## src/hdl/jsc_pkg.sv

```systemverilog
// jsc_pkg: shared types, character codes and literal tables for the lax json checker
// no dependencies; used by jsc_stack, jsc_core, the top and both testbenches
`default_nettype none

package jsc_pkg;

    // default nesting depth of the container stack
    localparam int unsigned DEF_MAX_DEPTH = 64;

    localparam logic [7:0] CH_LBRACE    = 8'h7B;
    localparam logic [7:0] CH_RBRACE    = 8'h7D;
    localparam logic [7:0] CH_LBRACKET  = 8'h5B;
    localparam logic [7:0] CH_RBRACKET  = 8'h5D;
    localparam logic [7:0] CH_QUOTE     = 8'h22;
    localparam logic [7:0] CH_BACKSLASH = 8'h5C;
    localparam logic [7:0] CH_COMMA     = 8'h2C;
    localparam logic [7:0] CH_COLON     = 8'h3A;
    localparam logic [7:0] CH_MINUS     = 8'h2D;
    localparam logic [7:0] CH_PLUS      = 8'h2B;
    localparam logic [7:0] CH_DOT       = 8'h2E;
    localparam logic [7:0] CH_LOWER_E   = 8'h65;
    localparam logic [7:0] CH_LOWER_T   = 8'h74;
    localparam logic [7:0] CH_LOWER_F   = 8'h66;
    localparam logic [7:0] CH_LOWER_N   = 8'h6E;
    localparam logic [7:0] CH_SPACE     = 8'h20;

    // literal_step start points for true, false, null
    localparam logic [3:0] LIT_TRUE  = 4'd1;
    localparam logic [3:0] LIT_FALSE = 4'd4;
    localparam logic [3:0] LIT_NULL  = 4'd8;
    localparam logic [3:0] LIT_END   = 4'd10;

    typedef enum logic [3:0] {
        M_VALUE      = 4'd0,
        M_ARR_ELEM   = 4'd1,
        M_OBJ_KEY    = 4'd2,
        M_KEY_STR    = 4'd3,
        M_COLON      = 4'd4,
        M_VAL_STR    = 4'd5,
        M_AFTER_RAW  = 4'd6,
        M_AFTER_SKIP = 4'd7,
        M_LITERAL    = 4'd8,
        M_NUMBER     = 4'd9
    } t_mode;

    typedef enum logic [1:0] {
        V_UNDECIDED = 2'd0,
        V_VALID     = 2'd1,
        V_INVALID   = 2'd2,
        V_DEEP      = 2'd3
    } t_verdict;

    typedef enum logic [1:0] {
        ST_VALID   = 2'd0,
        ST_INVALID = 2'd1,
        ST_DEEP    = 2'd2
    } t_status;

    // container stack request from the parser
    typedef struct packed {
        logic push;
        logic pop;
        logic kind;   // 1 object, 0 array
    } t_stack_cmd;

    function automatic logic is_blank(input logic [7:0] c);
        return (c == CH_SPACE) || (c >= 8'd9 && c <= 8'd13);
    endfunction

    function automatic logic is_num_char(input logic [7:0] c);
        return (c >= 8'h30 && c <= 8'h39) || c == CH_DOT || c == CH_LOWER_E
            || c == CH_PLUS || c == CH_MINUS;
    endfunction

    function automatic logic is_digit(input logic [7:0] c);
        return c >= 8'h30 && c <= 8'h39;
    endfunction

    // expected letter at each literal step (rue, alse, ull)
    function automatic logic [7:0] lit_char(input logic [3:0] step);
        logic [7:0] c;
        case (step)
            4'd1:    c = 8'h72;
            4'd2:    c = 8'h75;
            4'd3:    c = 8'h65;
            4'd4:    c = 8'h61;
            4'd5:    c = 8'h6C;
            4'd6:    c = 8'h73;
            4'd7:    c = 8'h65;
            4'd8:    c = 8'h75;
            4'd9:    c = 8'h6C;
            4'd10:   c = 8'h6C;
            default: c = 8'h00;
        endcase
        return c;
    endfunction

    function automatic logic lit_last(input logic [3:0] step);
        return step == 4'd3 || step == 4'd7 || step == 4'd10;
    endfunction

endpackage

`default_nettype wire

```

## src/hdl/jsc_byte_if.sv

```systemverilog
// jsc_byte_if: text byte channel, valid/ready with byte and last flag
// no dependencies
`default_nettype none

interface jsc_byte_if;
    logic       valid;
    logic       ready;
    logic [7:0] text_byte;
    logic       end_of_text;

    modport source (output valid, output text_byte, output end_of_text, input ready);
    modport sink   (input valid, input text_byte, input end_of_text, output ready);
endinterface

`default_nettype wire

```

## src/hdl/jsc_status_if.sv

```systemverilog
// jsc_status_if: status channel, valid/ready with 2-bit status
// no dependencies
`default_nettype none

interface jsc_status_if;
    logic       valid;
    logic       ready;
    logic [1:0] status;

    modport source (output valid, output status, input ready);
    modport sink   (input valid, input status, output ready);
endinterface

`default_nettype wire

```

## src/hdl/jsc_stack.sv

```systemverilog
// jsc_stack: container kind stack, memory plus cached top and prefetched entry below
// depends on jsc_pkg
`default_nettype none

module jsc_stack
    import jsc_pkg::*;
#(
    parameter int unsigned MAX_DEPTH = DEF_MAX_DEPTH
) (
    input  wire logic                             i_clk,
    input  wire logic [$clog2(MAX_DEPTH + 1)-1:0] i_wr_level,
    input  wire logic [$clog2(MAX_DEPTH + 1)-1:0] i_next_level,
    input  wire t_stack_cmd                       i_cmd,
    output logic                                  o_top
);

    localparam int unsigned AW = (MAX_DEPTH > 1) ? $clog2(MAX_DEPTH) : 1;

    logic            r_mem [MAX_DEPTH];
    logic            r_top;
    logic            n_top;
    logic            r_below;
    logic [AW-1:0]   rd_addr;

    // entry under the next top, so a pop finds its new top ready
    always_comb begin
        if (32'(i_next_level) >= 32'd2) begin
            rd_addr = AW'(32'(i_next_level) - 32'd2);
        end else begin
            rd_addr = '0;
        end
    end

    always_comb begin
        n_top = r_top;
        if (i_cmd.push) begin
            n_top = i_cmd.kind;
        end else if (i_cmd.pop) begin
            n_top = r_below;
        end
    end

    always_ff @(posedge i_clk) begin
        if (i_cmd.push) begin
            r_mem[AW'(i_wr_level)] <= i_cmd.kind;
        end
        r_below <= r_mem[rd_addr];
        r_top   <= n_top;
    end

    assign o_top = r_top;

endmodule

`default_nettype wire

```

## src/hdl/jsc_core.sv

```systemverilog
// jsc_core: parse mode, literal and escape tracking, nesting level and verdict
// depends on jsc_pkg and jsc_stack
`default_nettype none

module jsc_core
    import jsc_pkg::*;
#(
    parameter int unsigned MAX_DEPTH = DEF_MAX_DEPTH
) (
    input  wire logic       i_clk,
    input  wire logic       i_rst_n,
    input  wire logic       i_take,
    input  wire logic [7:0] i_byte,
    input  wire logic       i_last,
    output t_status         o_status
);

    localparam int unsigned LW = $clog2(MAX_DEPTH + 1);

    t_mode          r_mode,    n_mode;
    logic [3:0]     r_lit,     n_lit;
    logic           r_esc,     n_esc;
    logic [LW-1:0]  r_level,   n_level;
    t_verdict       r_verdict, n_verdict;
    t_verdict       byte_verdict;
    t_stack_cmd     cmd;
    logic           top_kind;
    logic           want_start;
    logic           want_after;
    logic           want_close;
    logic           str_close;

    jsc_stack #(
        .MAX_DEPTH (MAX_DEPTH)
    ) u_stack (
        .i_clk        (i_clk),
        .i_wr_level   (r_level),
        .i_next_level (n_level),
        .i_cmd        (cmd),
        .o_top        (top_kind)
    );

    // string byte: escaped byte passes, quote closes, backslash arms escape
    always_comb begin
        str_close = !r_esc && (i_byte == CH_QUOTE);
    end

    always_comb begin
        n_mode     = r_mode;
        n_lit      = r_lit;
        n_esc      = r_esc;
        n_level    = r_level;
        n_verdict  = r_verdict;
        cmd        = '0;
        want_start = 1'b0;
        want_after = 1'b0;
        want_close = 1'b0;

        if (i_take && r_verdict == V_UNDECIDED) begin
            case (r_mode)
                M_VALUE: begin
                    want_start = !is_blank(i_byte);
                end
                M_ARR_ELEM: begin
                    if (!is_blank(i_byte)) begin
                        if (i_byte == CH_RBRACKET) begin
                            want_close = 1'b1;
                        end else begin
                            want_start = 1'b1;
                        end
                    end
                end
                M_OBJ_KEY: begin
                    if (!is_blank(i_byte)) begin
                        if (i_byte == CH_RBRACE) begin
                            want_close = 1'b1;
                        end else if (i_byte == CH_QUOTE) begin
                            n_esc  = 1'b0;
                            n_mode = M_KEY_STR;
                        end else begin
                            n_verdict = V_INVALID;
                        end
                    end
                end
                M_KEY_STR: begin
                    n_esc = !r_esc && (i_byte == CH_BACKSLASH);
                    if (str_close) begin
                        n_mode = M_COLON;
                    end
                end
                M_COLON: begin
                    if (i_byte == CH_COLON) begin
                        n_mode = M_VALUE;
                    end else begin
                        n_verdict = V_INVALID;
                    end
                end
                M_VAL_STR: begin
                    n_esc = !r_esc && (i_byte == CH_BACKSLASH);
                    if (str_close) begin
                        if (r_level == '0) begin
                            n_verdict = V_VALID;
                        end else begin
                            n_mode = M_AFTER_RAW;
                        end
                    end
                end
                M_AFTER_RAW: begin
                    want_after = 1'b1;
                end
                M_AFTER_SKIP: begin
                    want_after = !is_blank(i_byte);
                end
                M_LITERAL: begin
                    if (!is_blank(i_byte)) begin
                        if (r_lit == 4'd0 || r_lit > LIT_END || i_byte != lit_char(r_lit)) begin
                            n_verdict = V_INVALID;
                        end else if (lit_last(r_lit)) begin
                            n_lit = 4'd0;
                            if (r_level == '0) begin
                                n_verdict = V_VALID;
                            end else begin
                                n_mode = M_AFTER_SKIP;
                            end
                        end else begin
                            n_lit = r_lit + 4'd1;
                        end
                    end
                end
                M_NUMBER: begin
                    want_after = !(is_blank(i_byte) || is_num_char(i_byte));
                end
                default: begin
                    n_verdict = V_INVALID;
                end
            endcase
        end

        // separator or closer after a finished value
        if (want_after) begin
            if (r_level == '0) begin
                n_verdict = V_INVALID;
            end else if (i_byte == CH_COMMA) begin
                n_mode = top_kind ? M_OBJ_KEY : M_ARR_ELEM;
            end else if (i_byte == (top_kind ? CH_RBRACE : CH_RBRACKET)) begin
                want_close = 1'b1;
            end else begin
                n_verdict = V_INVALID;
            end
        end

        if (want_close) begin
            if (r_level == '0) begin
                n_verdict = V_INVALID;
            end else begin
                cmd.pop = 1'b1;
                n_level = r_level - LW'(1);
                if (r_level == LW'(1)) begin
                    n_verdict = V_VALID;
                end else begin
                    n_mode = M_AFTER_SKIP;
                end
            end
        end

        if (want_start) begin
            if (i_byte == CH_LBRACE || i_byte == CH_LBRACKET) begin
                if (r_level >= LW'(MAX_DEPTH)) begin
                    n_verdict = V_DEEP;
                end else begin
                    cmd.push = 1'b1;
                    cmd.kind = (i_byte == CH_LBRACE);
                    n_level  = r_level + LW'(1);
                    n_mode   = (i_byte == CH_LBRACE) ? M_OBJ_KEY : M_ARR_ELEM;
                end
            end else if (i_byte == CH_QUOTE) begin
                n_esc  = 1'b0;
                n_mode = M_VAL_STR;
            end else if (i_byte == CH_LOWER_T || i_byte == CH_LOWER_F
                         || i_byte == CH_LOWER_N) begin
                n_lit  = (i_byte == CH_LOWER_T) ? LIT_TRUE
                       : (i_byte == CH_LOWER_F) ? LIT_FALSE : LIT_NULL;
                n_mode = M_LITERAL;
            end else if (i_byte == CH_MINUS || is_digit(i_byte)) begin
                if (r_level == '0) begin
                    n_verdict = V_VALID;
                end else begin
                    n_mode = M_NUMBER;
                end
            end else begin
                n_verdict = V_INVALID;
            end
        end

        byte_verdict = n_verdict;

        // last byte ends the document, back to the reset state
        if (i_take && i_last) begin
            n_mode    = M_VALUE;
            n_lit     = 4'd0;
            n_esc     = 1'b0;
            n_level   = '0;
            n_verdict = V_UNDECIDED;
        end
    end

    always_comb begin
        case (byte_verdict)
            V_VALID: o_status = ST_VALID;
            V_DEEP:  o_status = ST_DEEP;
            default: o_status = ST_INVALID;
        endcase
    end

    always_ff @(posedge i_clk) begin
        if (!i_rst_n) begin
            r_mode    <= M_VALUE;
            r_lit     <= 4'd0;
            r_esc     <= 1'b0;
            r_level   <= '0;
            r_verdict <= V_UNDECIDED;
        end else begin
            r_mode    <= n_mode;
            r_lit     <= n_lit;
            r_esc     <= n_esc;
            r_level   <= n_level;
            r_verdict <= n_verdict;
        end
    end

    a_doc_restart: assert property (@(posedge i_clk) disable iff (!i_rst_n)
        i_take && i_last |=> r_level == '0 && r_verdict == V_UNDECIDED && r_mode == M_VALUE)
        else $error("state not cleared after last byte");

    a_idle_holds: assert property (@(posedge i_clk) disable iff (!i_rst_n)
        !i_take |=> $stable(r_verdict) && $stable(r_level) && $stable(r_mode))
        else $error("parse state moved without an item");

    a_level_step: assert property (@(posedge i_clk) disable iff (!i_rst_n)
        i_take && !i_last |=> 32'(r_level) == 32'($past(r_level))
            || 32'(r_level) == 32'($past(r_level)) + 32'd1
            || 32'(r_level) + 32'd1 == 32'($past(r_level)))
        else $error("nesting level moved by more than one");

endmodule

`default_nettype wire

```

## src/hdl/lax_json_syntax_checker_top.sv

```systemverilog
// lax_json_syntax_checker_top: input register, parser core and status register
// depends on jsc_pkg, jsc_byte_if, jsc_status_if, jsc_core
//
// usage
//   i_text carries one document byte per item; end_of_text marks the last byte
//   of a document. o_status carries one item per document, issued for the last
//   byte: 0 valid, 1 syntax invalid, 2 nesting deeper than MAX_DEPTH.
//   bytes without end_of_text give no status item.
// timing
//   one byte per cycle sustained while no last byte waits on the status
//   receiver. an accepted byte sits in the input register, is parsed as it
//   leaves it and its status (if any) is registered at that edge. the parse
//   step is one pass of mode decode, the cached stack top and one compare;
//   the entry under the top is prefetched every cycle, so closers never wait.
// reset
//   i_rst_n is synchronous, active low: parse state returns to expecting the
//   first value, nesting level zero, both channels empty. the stack memory is
//   not cleared; only entries below the current level are ever used.
// stall
//   if the status receiver holds off, a last byte waits in the input register
//   and i_text.ready drops once that register is full; ordinary bytes before it
//   still flow through the parser while the receiver holds off.
`default_nettype none

module lax_json_syntax_checker_top
    import jsc_pkg::*;
#(
    parameter int unsigned MAX_DEPTH = DEF_MAX_DEPTH
) (
    input  wire logic     i_clk,
    input  wire logic     i_rst_n,
    jsc_byte_if.sink      i_text,
    jsc_status_if.source  o_status
);

    // input register
    logic        r_s1_valid;
    logic [7:0]  r_s1_byte;
    logic        r_s1_last;
    // result register
    logic        r_out_valid;
    t_status     r_out_status;

    logic        s1_take;
    logic        in_fire;
    t_status     core_status;

    // a last byte needs a free result slot, other bytes just pass
    assign s1_take = r_s1_valid && (!r_s1_last || !r_out_valid || o_status.ready);
    assign i_text.ready = !r_s1_valid || s1_take;
    assign in_fire = i_text.valid && i_text.ready;

    jsc_core #(
        .MAX_DEPTH (MAX_DEPTH)
    ) u_core (
        .i_clk    (i_clk),
        .i_rst_n  (i_rst_n),
        .i_take   (s1_take),
        .i_byte   (r_s1_byte),
        .i_last   (r_s1_last),
        .o_status (core_status)
    );

    always_ff @(posedge i_clk) begin
        if (!i_rst_n) begin
            r_s1_valid <= 1'b0;
        end else if (in_fire) begin
            r_s1_valid <= 1'b1;
        end else if (s1_take) begin
            r_s1_valid <= 1'b0;
        end
    end

    // payload of the input register, loaded on each accepted item
    always_ff @(posedge i_clk) begin
        if (in_fire) begin
            r_s1_byte <= i_text.text_byte;
            r_s1_last <= i_text.end_of_text;
        end
    end

    always_ff @(posedge i_clk) begin
        if (!i_rst_n) begin
            r_out_valid <= 1'b0;
        end else if (s1_take && r_s1_last) begin
            r_out_valid <= 1'b1;
        end else if (o_status.ready) begin
            r_out_valid <= 1'b0;
        end
    end

    always_ff @(posedge i_clk) begin
        if (s1_take && r_s1_last) begin
            r_out_status <= core_status;
        end
    end

    assign o_status.valid  = r_out_valid;
    assign o_status.status = r_out_status;

    a_last_gives_status: assert property (@(posedge i_clk) disable iff (!i_rst_n)
        s1_take && r_s1_last |=> r_out_valid)
        else $error("last byte parsed but no status item");

    a_no_overwrite: assert property (@(posedge i_clk) disable iff (!i_rst_n)
        r_out_valid && !o_status.ready |-> !(s1_take && r_s1_last))
        else $error("pending status item overwritten");

    a_stalled_last_blocks: assert property (@(posedge i_clk) disable iff (!i_rst_n)
        r_s1_valid && r_s1_last && r_out_valid && !o_status.ready |-> !i_text.ready)
        else $error("input accepted while a last byte is stuck");

endmodule

`default_nettype wire

```

## src/flat_wrapper.sv

```systemverilog
// flat-port wrapper written by rule: the top's interface ports become plain ports
module lax_json_syntax_checker_top_flat import jsc_pkg::*;
#(
    parameter int unsigned MAX_DEPTH = DEF_MAX_DEPTH
)
  (i_clk, i_rst_n, i_text_valid, i_text_text_byte, i_text_end_of_text, i_text_ready, o_status_valid, o_status_status, o_status_ready);
  jsc_byte_if i_text_i ();
  jsc_status_if o_status_i ();
  input  wire logic i_clk;
  input  wire logic i_rst_n;
  input wire logic [$bits(i_text_i.valid)-1:0] i_text_valid;
  input wire logic [$bits(i_text_i.text_byte)-1:0] i_text_text_byte;
  input wire logic [$bits(i_text_i.end_of_text)-1:0] i_text_end_of_text;
  output wire logic [$bits(i_text_i.ready)-1:0] i_text_ready;
  output wire logic [$bits(o_status_i.valid)-1:0] o_status_valid;
  output wire logic [$bits(o_status_i.status)-1:0] o_status_status;
  input wire logic [$bits(o_status_i.ready)-1:0] o_status_ready;
  assign i_text_i.valid = i_text_valid;
  assign i_text_i.text_byte = i_text_text_byte;
  assign i_text_i.end_of_text = i_text_end_of_text;
  assign i_text_ready = i_text_i.ready;
  assign o_status_valid = o_status_i.valid;
  assign o_status_status = o_status_i.status;
  assign o_status_i.ready = o_status_ready;
  lax_json_syntax_checker_top #(.MAX_DEPTH(MAX_DEPTH)) u_core (.i_clk(i_clk), .i_rst_n(i_rst_n), .i_text(i_text_i), .o_status(o_status_i));
endmodule
```

## config.mk

```make
export PLATFORM = sky130hd
export DESIGN_NAME = lax_json_syntax_checker_top_flat
export DESIGN_NICKNAME = d
export VERILOG_FILES = /design/src/hdl/jsc_pkg.sv /design/src/hdl/jsc_byte_if.sv /design/src/hdl/jsc_status_if.sv /design/src/hdl/jsc_stack.sv /design/src/hdl/jsc_core.sv /design/src/hdl/lax_json_syntax_checker_top.sv /design/src/flat_wrapper.sv
export SDC_FILE = /design/constraint.sdc
export NUM_CORES = 1
export LEC_CHECK = 0
export BUFFER_PORTS_ARGS = -buffer_cell sky130_fd_sc_hd__buf_4
export CORE_MARGIN = 3
export CORE_UTILIZATION = 51
export CTS_CLUSTER_SIZE = 25
export DETAILED_ROUTE_END_ITERATION = 10
export PLACE_DENSITY_LB_ADDON = 0.25
export SLEW_MARGIN = 20
export SYNTH_ARGS = -nofsm -noshare
export SYNTH_HDL_FRONTEND = slang
export SYNTH_SLANG_ARGS = --single-unit
```

## constraint.sdc

```tcl
create_clock -name i_clk -period 8.8 [get_ports i_clk]
set_input_delay 2.64 -clock i_clk [delete_from_list [all_inputs] [get_ports i_clk]]
set_output_delay 2.64 -clock i_clk [all_outputs]
set_load 0.005 [all_outputs]
```

==> summary.txt, run 1 <==
Clocking
  – CTS Hold Bufs: 0
  – Clock buffer depth: 2
  – CTS tree: built
  – CTS resizes: 0
  – CTS clk-pin slew, worst paths: 80 ps
  – Post-CTS setup buffer count: 0
  – CTS Buf Count: 9
  – Clock Latency Late Sink: 370 ps
  – H-tree lvl count: 3
  – CTS sink count: 103
  – Root buf cell: clkbuf_16

Global routing
  – Vias in the first global route: 5,623
  – Grt ovf: 0
  – All-Layer GR Usage: 28.1%
  – Number of antenna violations at the first check in global routing: 0
  – First-pass GRT wire length: 31,500 um
  – Largest net degree at the start of global routing: 65

Drt
  – Drt wl/cell: 22.0 um
  – Via count: 6,084
  – Total wire length: 20,100 um
  – DR iter-0 viols: 897
  – ANT nets after route: 0
  – Vias per Instance: 6.67
  – DRC Markers: 0
  – DR pass1 iterations: 6

Die
  – Core ar.: 12,700 sq um
  – Cell row count: 41
  – Starting Density: 52.7%
  – IO Count: 17
  – Die extent in y: 121 um
  – Die area: 14,600 sq um
  – Die width: 121 um

Power and ir drop
  – Net Sw Frac: 25.3%
  – Psw: 0.251 mW
  – Power Dens Cells: 138 nW/um^2
  – Seq pwr share: 53.3%
  – P_int: 0.742 mW
  – Clock group share of total power: 42.2%
  – Largest voltage drop on the vdd net: 113 uV
  – Comb power frac: 4.5%
  – Leakage: 2.45 nW

Placed design
  – GPL Wtd Cong: 0.959
  – # port buffers: 16
  – DP Worst Slack: 2020 ps
  – Post-DP HPWL: 14,600 um
  – Placed insts: 896

Synthesis
  – Async set-reset flop share out of synthesis: 0%
  – Cells after synthesis: 738
  – EDFF count, synth: 76
  – Yosys Warn Count: 0
  – #FFs+latches synth: 103
  – Mapped Area: 6710 sq um
  – Most used DFF post-synth: edfxtp_1
  – Register area share after synthesis: 42.1%
  – Syn_nets: 764
  – Distinct cell type count after synthesis: 96
  – Syn avg cell area: 9.09 sq um

STA
  – Relative slew slack: 30.6%
  – Post-layout min period: 6470 ps
  – Slew Viols, Final: 0
  – Hold violation count in the final report: 0
  – RSZ-0062 raised after global routing: false
  – Final setup fails: 0
  – Setup TNS: 0 ps
  – Final period util: 73.5%
  – Clk_skew: 12.3 ps
  – Highest clock rate: 155 MHz
  – Final setup margin: 2330 ps
  – Worst slew pin tran: 1040 ps

Status
  – Outcome: completed

Finish
  – Layout cell share with drive strength beyond 1: 9.86%
  – Nets: 761
  – Diode count: 0
  – Commonest cells after routing, fill and taps aside: nor2_1 (124), edfxtp_1 (76), nand2_1 (58)
  – Finished Layout Cells: 912
  – Most common cell after layout, fill and taps aside: nor2_1
  – Area growth syn-to-layout: 7.52%
  – Final Core Density: 56.7%

Job
  – Max_cap viols: 0

Hold path
  – WHS Path Cells: 2
  – Worst Hold Path EP: u_core.u_core.r_esc$_SDFF_PP0_
  – Min-delay src: u_core.u_core.r_esc$_SDFF_PP0_
  – Hold Path Class: reg -> reg

Critical path
  – FF-to-FF path depth: 15
  – Reg2reg setup slack: 3560 ps
  – CP Max Fanout: 14
  – CP Capture Type: flop
  – Critical Path AT: 6730 ps
  – Setup crit start kind: primary input
  – Critical Path RT: 9060 ps
  – Reg-to-Reg Start: u_core.u_core.r_level[0]$_SDFF_PN0_
  – R2r endpoint: u_core.u_core.u_stack.r_below$_DFF_P_
  – Crit Path Class: in -> reg
==> synth_stat cells, types with 7 or more instances <==
| cell type | n | share of area (%) |
|---|---|---|
| nor2_1 | 124 | 6.9 |
| edfxtp_1 | 76 | 34 |
| nand2_1 | 58 | 3.2 |
| nand3_1 | 38 | 2.8 |
| o21ai_0 | 37 | 2.8 |
| dfxtp_1 | 27 | 8.1 |
| a21oi_1 | 25 | 1.9 |
| inv_1 | 23 | 1.3 |
| a31oi_1 | 22 | 2.1 |
| clkbuf_1 | 19 | 1.1 |
| nor3_1 | 17 | 1.3 |
| nand4_1 | 14 | 1.3 |
| ha_1 | 13 | 2.4 |
| nor2b_1 | 12 | 1.1 |
| or3_1 | 10 | 0.93 |
| o31ai_1 | 9 | 1.0 |
| a211oi_1 | 8 | 0.90 |
| o211ai_1 | 8 | 0.90 |
| o21a_1 | 8 | 0.90 |
| mux2i_1 | 7 | 1.0 |
| nand3b_1 | 7 | 0.78 |
| nor4_1 | 7 | 0.65 |
==> worst max-delay path, stage by stage <==
cell	delay, ps
buf_4	80
nand3b_1	120
nand2_1	250
nor4_4	800
mux2i_1	260
a21oi_4	280
or2_1	350
inv_4	160
ha_1	600
inv_1	250
o31ai_1	170
o22ai_1	140
o311ai_0	330
nand4_1	130
o2bb2ai_1	150
==> flip-flops by register name, summed over array words and instances, names as in the netlist, named ones only <==
signal                         flops
u_core.o_status.status             2
u_core.r_s1_byte                   8
u_core.u_core.r_esc                1
u_core.u_core.r_lit                4
u_core.o_status.valid              1
u_core.u_core.r_mode               4
u_core.u_core.r_verdict            2
u_core.r_s1_last                   1
u_core.u_core.r_level              7
u_core.r_s1_valid                  1
u_core.u_core.u_stack.o_top        1
u_core.u_core.u_stack.r_mem       64
u_core.u_core.u_stack.r_below      1
==> per-layer routing <==
layer,part of all wire [%],vias up,track usage (%)
li1,-,2780,-
met5,0,-,0
met3,11,45,5.43
met2,43,362,40.5
met4,2.5,0,9.35
met1,44,2897,42.4
==> metrics by stage <==
stage	hold slack, ps	power, mW	area (sq um)
2_1_floorplan	475	0.567	6710
3_5_place_dp	543	0.583	6900
3_3_place_gp	524	0.582	6900
6_report	564	0.993	7210
5_1_grt	601	1.02	7210
4_1_cts	558	0.995	7210
==> power by group through the flow <==
stage / clock network [mW] / logic, mW / registers, mW
6_report: 0.419 / 0.0449 / 0.529
5_1_grt: 0.441 / 0.0482 / 0.530
4_1_cts: 0.423 / 0.0438 / 0.528
3_5_place_dp: 0 / 0.0436 / 0.540
3_3_place_gp: 0 / 0.0428 / 0.540
2_1_floorplan: 0 / 0.0327 / 0.534
==> final cells by class <==
cell class / instances / area, sq um
clock inverter: 7 / 86.3
inverter: 27 / 104
fill: 1163 / 5510
multi-input combinational: 575 / 3620
sequential: 103 / 2820
timing repair buffer: 19 / 143
tap: 172 / 215
clock buffer: 9 / 225
==> cells by family after synthesis <==
logic type      count (synthesis)  share of synthesized area, %
simple gates                  346                          26.9
compound gates                195                          21.5
flops                         103                          42.1
buf+inv                        60                          4.01
fa+ha+maj                      13                          2.42
xor+xnor                       11                          1.44
mux                            10                          1.60
==> how the worst max path moves through the flow <==
| stage | to | startpoint | depth (start not counted) |
|---|---|---|---|
| after detailed placement | u_core.u_core.u_stack.r_below$_DFF_P_ | o_status_ready | 15 |
| after global placement | u_core.u_core.u_stack.r_below$_DFF_P_ | o_status_ready | 15 |
| final | u_core.u_core.u_stack.r_below$_DFF_P_ | o_status_ready | 15 |
| after CTS | u_core.u_core.u_stack.r_below$_DFF_P_ | o_status_ready | 15 |
| after global routing | u_core.u_core.u_stack.r_below$_DFF_P_ | o_status_ready | 15 |
| after floorplan | u_core.u_core.u_stack.r_below$_DFF_P_ | o_status_ready | 18 |
No activity file was read; power rests on OpenSTA's default activity.
==> run 2: changes to the inputs <==
--- a/config.mk
+++ b/config.mk
@@ -5,6 +5,7 @@
 export SDC_FILE = /design/constraint.sdc
 export NUM_CORES = 1
 export LEC_CHECK = 0
+export ABC_AREA = 1
 export BUFFER_PORTS_ARGS = -buffer_cell sky130_fd_sc_hd__buf_4
 export CORE_MARGIN = 3
 export CORE_UTILIZATION = 51
==> constraint.sdc (replaced) <==
create_clock -name i_clk -period 6.5 [get_ports i_clk]
set_input_delay 1.95 -clock i_clk [delete_from_list [all_inputs] [get_ports i_clk]]
set_output_delay 1.95 -clock i_clk [all_outputs]
set_load 0.005 [all_outputs]
==> summary.txt, run 2 <==
Status
  – Outcome: completed

Synthesis
  – Top cells by count, synth: nand2_1 (153), nand3_1 (127), nor2_1 (117)
  – EDFF count, synth: 76
  – Syn avg cell area: 7.80 sq um
  – Yosys Warn Count: 0
  – Synth top area share: 36.1%
  – Distinct cell type count after synthesis: 49
  – Register area share after synthesis: 44.6%
  – Top post-synthesis cells by area: edfxtp_1 (36%), nand3_1 (10%), nand2_1 (9.1%)
  – Count leader, synth: nand2_1
  – Most used DFF post-synth: edfxtp_1
  – #FFs+latches synth: 103
  – Dominant cell type by area after synthesis: edfxtp_1
  – Mapped Area: 6320 sq um
  – Cells after synthesis: 811
  – Async set-reset flop share out of synthesis: 0%
  – Syn_nets: 837

Critical path
  – Critical Path AT: 5240 ps
  – WP buf/inv: 5
  – Critical Path Most Common Cell: nand3_1
  – Crit Path Class: in -> reg
  – Top Family by Delay on Critical Path: simple AND/OR/NAND/NOR gates
  – Crit path depth: 26
  – FF-to-FF path depth: 22
  – Setup crit start kind: primary input
  – CP Max Fanout: 35
  – Critical Path RT: 6800 ps
  – Slowest stage delay, CP: 320 ps
  – CP Capture Type: flop
  – Slowest cell on crit path: nand2_4

Clocking
  – H-tree lvl count: 3
  – CTS clk-pin slew, worst paths: 70 ps
  – CTS Buf Count: 9
  – CTS Hold Bufs: 0
  – Clock buffer depth: 2
  – CTS resizes: 0
  – CTS tree: built
  – CTS sink count: 103
  – Clock Latency Late Sink: 350 ps
  – Post-CTS setup buffer count: 0
  – Root buf cell: clkbuf_16

Job
  – Max_cap viols: 0

STA
  – Worst slew pin tran: 762 ps
  – Final setup margin: 1560 ps
  – Relative slew slack: 49.1%
  – RSZ-0062 raised after global routing: false
  – Slew Viols, Final: 0
  – Highest clock rate: 203 MHz
  – Hold violation count in the final report: 0
  – Clk_skew: 11.8 ps
  – Setup TNS: 0 ps
  – Post-layout min period: 4940 ps
  – Final period util: 76.0%
  – Final setup fails: 0

Drt
  – DRC Markers: 0
  – Total wire length: 16,200 um
  – Drt wl/cell: 16.4 um
  – ANT nets after route: 0
  – DR iter-0 viols: 466
  – Vias per Instance: 5.55
  – Via count: 5,500
  – DR pass1 iterations: 8

Hold path
  – Hold Path Class: reg -> reg
  – WHS Path Cells: 2

Placed design
  – Post-DP HPWL: 11,900 um
  – GPL Wtd Cong: 0.920
  – # port buffers: 16
  – DP Worst Slack: 1230 ps

Global routing
  – First-pass GRT wire length: 26,700 um
  – Number of antenna violations at the first check in global routing: 0
  – All-Layer GR Usage: 24.2%
  – Largest net degree at the start of global routing: 66
  – Grt ovf: 0
  – Vias in the first global route: 5,330

Finish
  – Biggest regs: u_core.u_core.u_stack.r_mem: 64 flops, u_core.r_s1_byte: 8 flops, u_core.u_core.r_level: 7 flops
  – Diode count: 0
  – Layout cell share with drive strength beyond 1: 9.96%
  – Nets: 844
  – Max FFs per register: 64
  – Commonest cells after routing, fill and taps aside: nand2_1 (153), nand3_1 (127), nor2_1 (116)
  – Area growth syn-to-layout: 8.29%
  – Most common cell after layout, fill and taps aside: nand2_1
  – Largest register by flop count: u_core.u_core.u_stack.r_mem

Die
  – Core ar.: 12,100 sq um
  – Starting Density: 52.4%
  – Die extent in y: 117 um
  – Die width: 117 um
  – Die area: 13,800 sq um
  – Cell row count: 40
  – IO Count: 17

Power and ir drop
  – Leakage: 2.81 nW
  – P_int: 1.03 mW
  – Net Sw Frac: 22.0%
  – Clock group share of total power: 41.3%
  – Comb power frac: 4.5%
  – Power Dens Cells: 192 nW/um^2
  – Largest voltage drop on the vdd net: 98.8 uV
  – Seq pwr share: 54.2%
  – Psw: 0.289 mW
  – Pwr Total: 1.31 mW
==> run 2: worst paths after layout <==
kind,start,to,slack (ps)
setup / recovery,o_status_ready,u_core.u_core.u_stack.r_below$_DFF_P_,1560
hold / removal,u_core.u_core.r_esc$_SDFF_PP0_,u_core.u_core.r_esc$_SDFF_PP0_,520
setup reg to reg,u_core.u_core.r_level[0]$_SDFF_PN0_,u_core.u_core.u_stack.r_below$_DFF_P_,2270
hold reg to reg,u_core.u_core.r_esc$_SDFF_PP0_,u_core.u_core.r_esc$_SDFF_PP0_,520
==> run 2: metrics by stage <==
| stage | instances | cell area, sq um | hold slack (ps) | utilization (%) |
|---|---|---|---|---|
| 2_1_floorplan | 811 | 6320 | 461 | - |
| 3_3_place_gp | 974 | 6530 | 507 | 54.1 |
| 3_5_place_dp | 974 | 6530 | 512 | 54.1 |
| 4_1_cts | 990 | 6820 | 528 | 56.5 |
| 5_1_grt | 991 | 6850 | 573 | 56.8 |
| 6_report | 991 | 6850 | 522 | 56.8 |
==> run 2: kinds of logic (layout without fill, tap and decap cells) <==
family	after synthesis	count (layout)	synth area share, %
adder cells (fa/ha/maj)	13	13	2.57
flip-flops	103	103	44.6
XOR/XNOR	13	13	1.80
multiplexers	1	1	0.178
buffers and inverters	141	153	9.38
AND/OR/NAND/NOR	473	473	34.7
AO/OA/AOI/OAI	67	67	6.73
==> run 2: per-layer routing <==
layer  share of wire [%]  global-route usage [%]
met5                   0                       0
met4                 3.0                    9.97
met3                 5.2                    4.24
met2                  50                    42.2
met1                  41                    29.6
==> run 2: area by class of cell <==
type / instances / area, sq um
Inverter: 118 / 444
Tap cell: 168 / 210
Sequential cell: 103 / 2820
Multi-Input combinational cell: 567 / 2910
Timing Repair Buffer: 19 / 163
Fill cell: 1145 / 5220
Clock inverter: 5 / 60.1
Clock buffer: 11 / 233
==> run 2: tightest hold or removal path, cell delays in order (launching register included) <==
cell and delay (ps):
dfxtp_1 340, nand2_1 70, a211oi_1 60
==> run 2: power groups by stage <==
stage	sequential (mW)	combinational (mW)	clock [mW]
finish	0.712	0.0594	0.543
global route	0.713	0.0670	0.578
CTS	0.712	0.0596	0.553
detailed placement	0.727	0.0594	0
global placement	0.727	0.0589	0
floorplan	0.723	0.0433	0
==> run 3: changes to the inputs <==
==> constraint.sdc (replaced) <==
create_clock -name i_clk -period 4.1 [get_ports i_clk]
set_input_delay 1.23 -clock i_clk [delete_from_list [all_inputs] [get_ports i_clk]]
set_output_delay 1.23 -clock i_clk [all_outputs]
set_load 0.005 [all_outputs]
==> summary.txt, run 3 (synthesized netlist as in run 2, its figures left out) <==
Status
  – Outcome: completed

STA
  – Final setup fails: 0
  – Post-layout min period: 3730 ps
  – Hold violation count in the final report: 0
  – Setup TNS: 0 ps
  – Relative slew slack: 44.5%
  – RSZ-0062 raised after global routing: false
  – Slew Viols, Final: 0
  – Clk_skew: 8.92 ps
  – Worst slew pin tran: 830 ps
  – Final period util: 90.9%
  – Highest clock rate: 268 MHz

Clocking
  – H-tree lvl count: 3
  – CTS Hold Bufs: 0
  – CTS sink count: 103
  – Post-CTS setup buffer count: 0
  – Root buf cell: clkbuf_16
  – Clock Latency Late Sink: 360 ps
  – CTS resizes: 0
  – Clock buffer depth: 2
  – CTS tree: built
  – CTS clk-pin slew, worst paths: 80 ps
  – CTS Buf Count: 9

Finish
  – Most common cell after layout, fill and taps aside: nand2_1
  – Nets: 856
  – Area growth syn-to-layout: 10.5%
  – Layout cell share with drive strength beyond 1: 11.6%
  – Finished Layout Cells: 1,003
  – Fillers: 1,107
  – Design Area, Final: 6990 sq um
  – Biggest regs: u_core.u_core.u_stack.r_mem: 64 flops, u_core.r_s1_byte: 8 flops, u_core.u_core.r_level: 7 flops
  – Final Core Density: 57.9%
  – Max FFs per register: 64
  – Largest register by flop count: u_core.u_core.u_stack.r_mem
  – Commonest cells after routing, fill and taps aside: nand2_1 (153), nand3_1 (127), nor2_1 (116)
  – Diode count: 0

Die
  – Cell row count: 40
  – Core ar.: 12,100 sq um
  – Starting Density: 52.4%
  – Die width: 117 um
  – IO Count: 17
  – Die area: 13,800 sq um
  – Die extent in y: 117 um

Placed design
  – # port buffers: 16
  – Placed insts: 986
  – Post-DP HPWL: 11,600 um
  – Placed inst area: 6630 sq um
  – GPL Wtd Cong: 0.949

Global routing
  – First-pass GRT wire length: 26,600 um
  – Grt ovf: 0
  – All-Layer GR Usage: 23.8%
  – Number of antenna violations at the first check in global routing: 0
  – Vias in the first global route: 5,546
  – Largest net degree at the start of global routing: 66

Drt
  – Vias per Instance: 5.62
  – ANT nets after route: 0
  – DR pass1 iterations: 5
  – DR iter-0 viols: 568
  – Total wire length: 16,300 um
  – Drt wl/cell: 16.2 um
  – DRC Markers: 0
  – Via count: 5,632

Critical path
  – Critical Path AT: 3990 ps
  – Setup crit start kind: primary input
  – CP Max Fanout: 32
  – Crit Path Class: in -> reg
  – Critical Path RT: 4370 ps
  – CP Capture Type: flop

Power and ir drop
  – Psw: 0.508 mW
  – Power Dens Cells: 317 nW/um^2
  – Clock group share of total power: 44.4%
  – Pwr Total: 2.21 mW
  – Net Sw Frac: 22.9%
  – Largest voltage drop on the vdd net: 174 uV
  – Seq pwr share: 51.0%
  – Comb power frac: 4.7%
  – P_int: 1.71 mW
  – Leakage: 2.87 nW

Hold path
  – Hold Path Class: reg -> reg

Job
  – Max_cap viols: 0
## run 3: path summary, 6_finish.rpt
kind / slack, ps / from / depth (start not counted) / end
hold reg to reg: 510 / u_core.u_core.r_esc$_SDFF_PP0_ / 2 / u_core.u_core.r_esc$_SDFF_PP0_
setup reg to reg: 510 / u_core.u_core.r_level[1]$_SDFF_PN0_ / 22 / u_core.u_core.u_stack.r_below$_DFF_P_
hold / removal: 510 / u_core.u_core.r_esc$_SDFF_PP0_ / 2 / u_core.u_core.r_esc$_SDFF_PP0_
setup / recovery: 370 / o_status_ready / 27 / u_core.u_core.u_stack.r_below$_DFF_P_
## run 3: critical path, stage by stage
cell	delay [ps]
buf_4	110
nor2_1	150
nand2_1	70
nand2_1	80
nor3_1	50
buf_4	160
nand2_1	90
o21a_1	120
nand3_1	70
nand2_1	140
nand2_1	60
o21ai_1	70
nand2_1	70
nand2_2	70
ha_1	170
nand3_1	130
nor2_2	180
nand2_4	120
buf_12	190
nand3_1	80
nand2_1	60
nand2_1	70
nand3_1	70
nand3_1	110
nand3_1	80
nand3_1	110
nand2_1	50
## run 3: cell type report
type,count,area (sq um),share of cell area [%]
Inverter,118,444,6.36
Tap cell,168,210,3.01
Timing Repair Buffer,31,253,3.62
Clock buffer,9,225,3.22
Sequential cell,103,2820,40.4
Multi-Input combinational cell,567,2920,41.8
Clock inverter,7,111,1.59
## run 3: layer usage
metal	track usage, %	share of wire [%]	vias to the layer above
met5	0	0	-
met4	14.0	4.8	0
met3	3.62	5.8	57
met2	40.0	48	240
met1	29.1	41	2602
li1	-	-	2733
## run 3: power groups by stage
stage,clock network [mW],logic [mW],registers [mW]
final,0.983,0.103,1.13
after global routing,1.03,0.115,1.13
after CTS,0.991,0.102,1.13
after detailed placement,0,0.101,1.15
after global placement,0,0.100,1.15
after floorplan,0,0.0688,1.15
## run 3: per-stage QoR
step / worst slack [ps] / hold WS, ps
floorplan: 338 / 461
global placement: 14.8 / 490
detailed placement: -56.1 / 495
CTS: 297 / 505
global route: 41.7 / 551
finish: 374 / 505
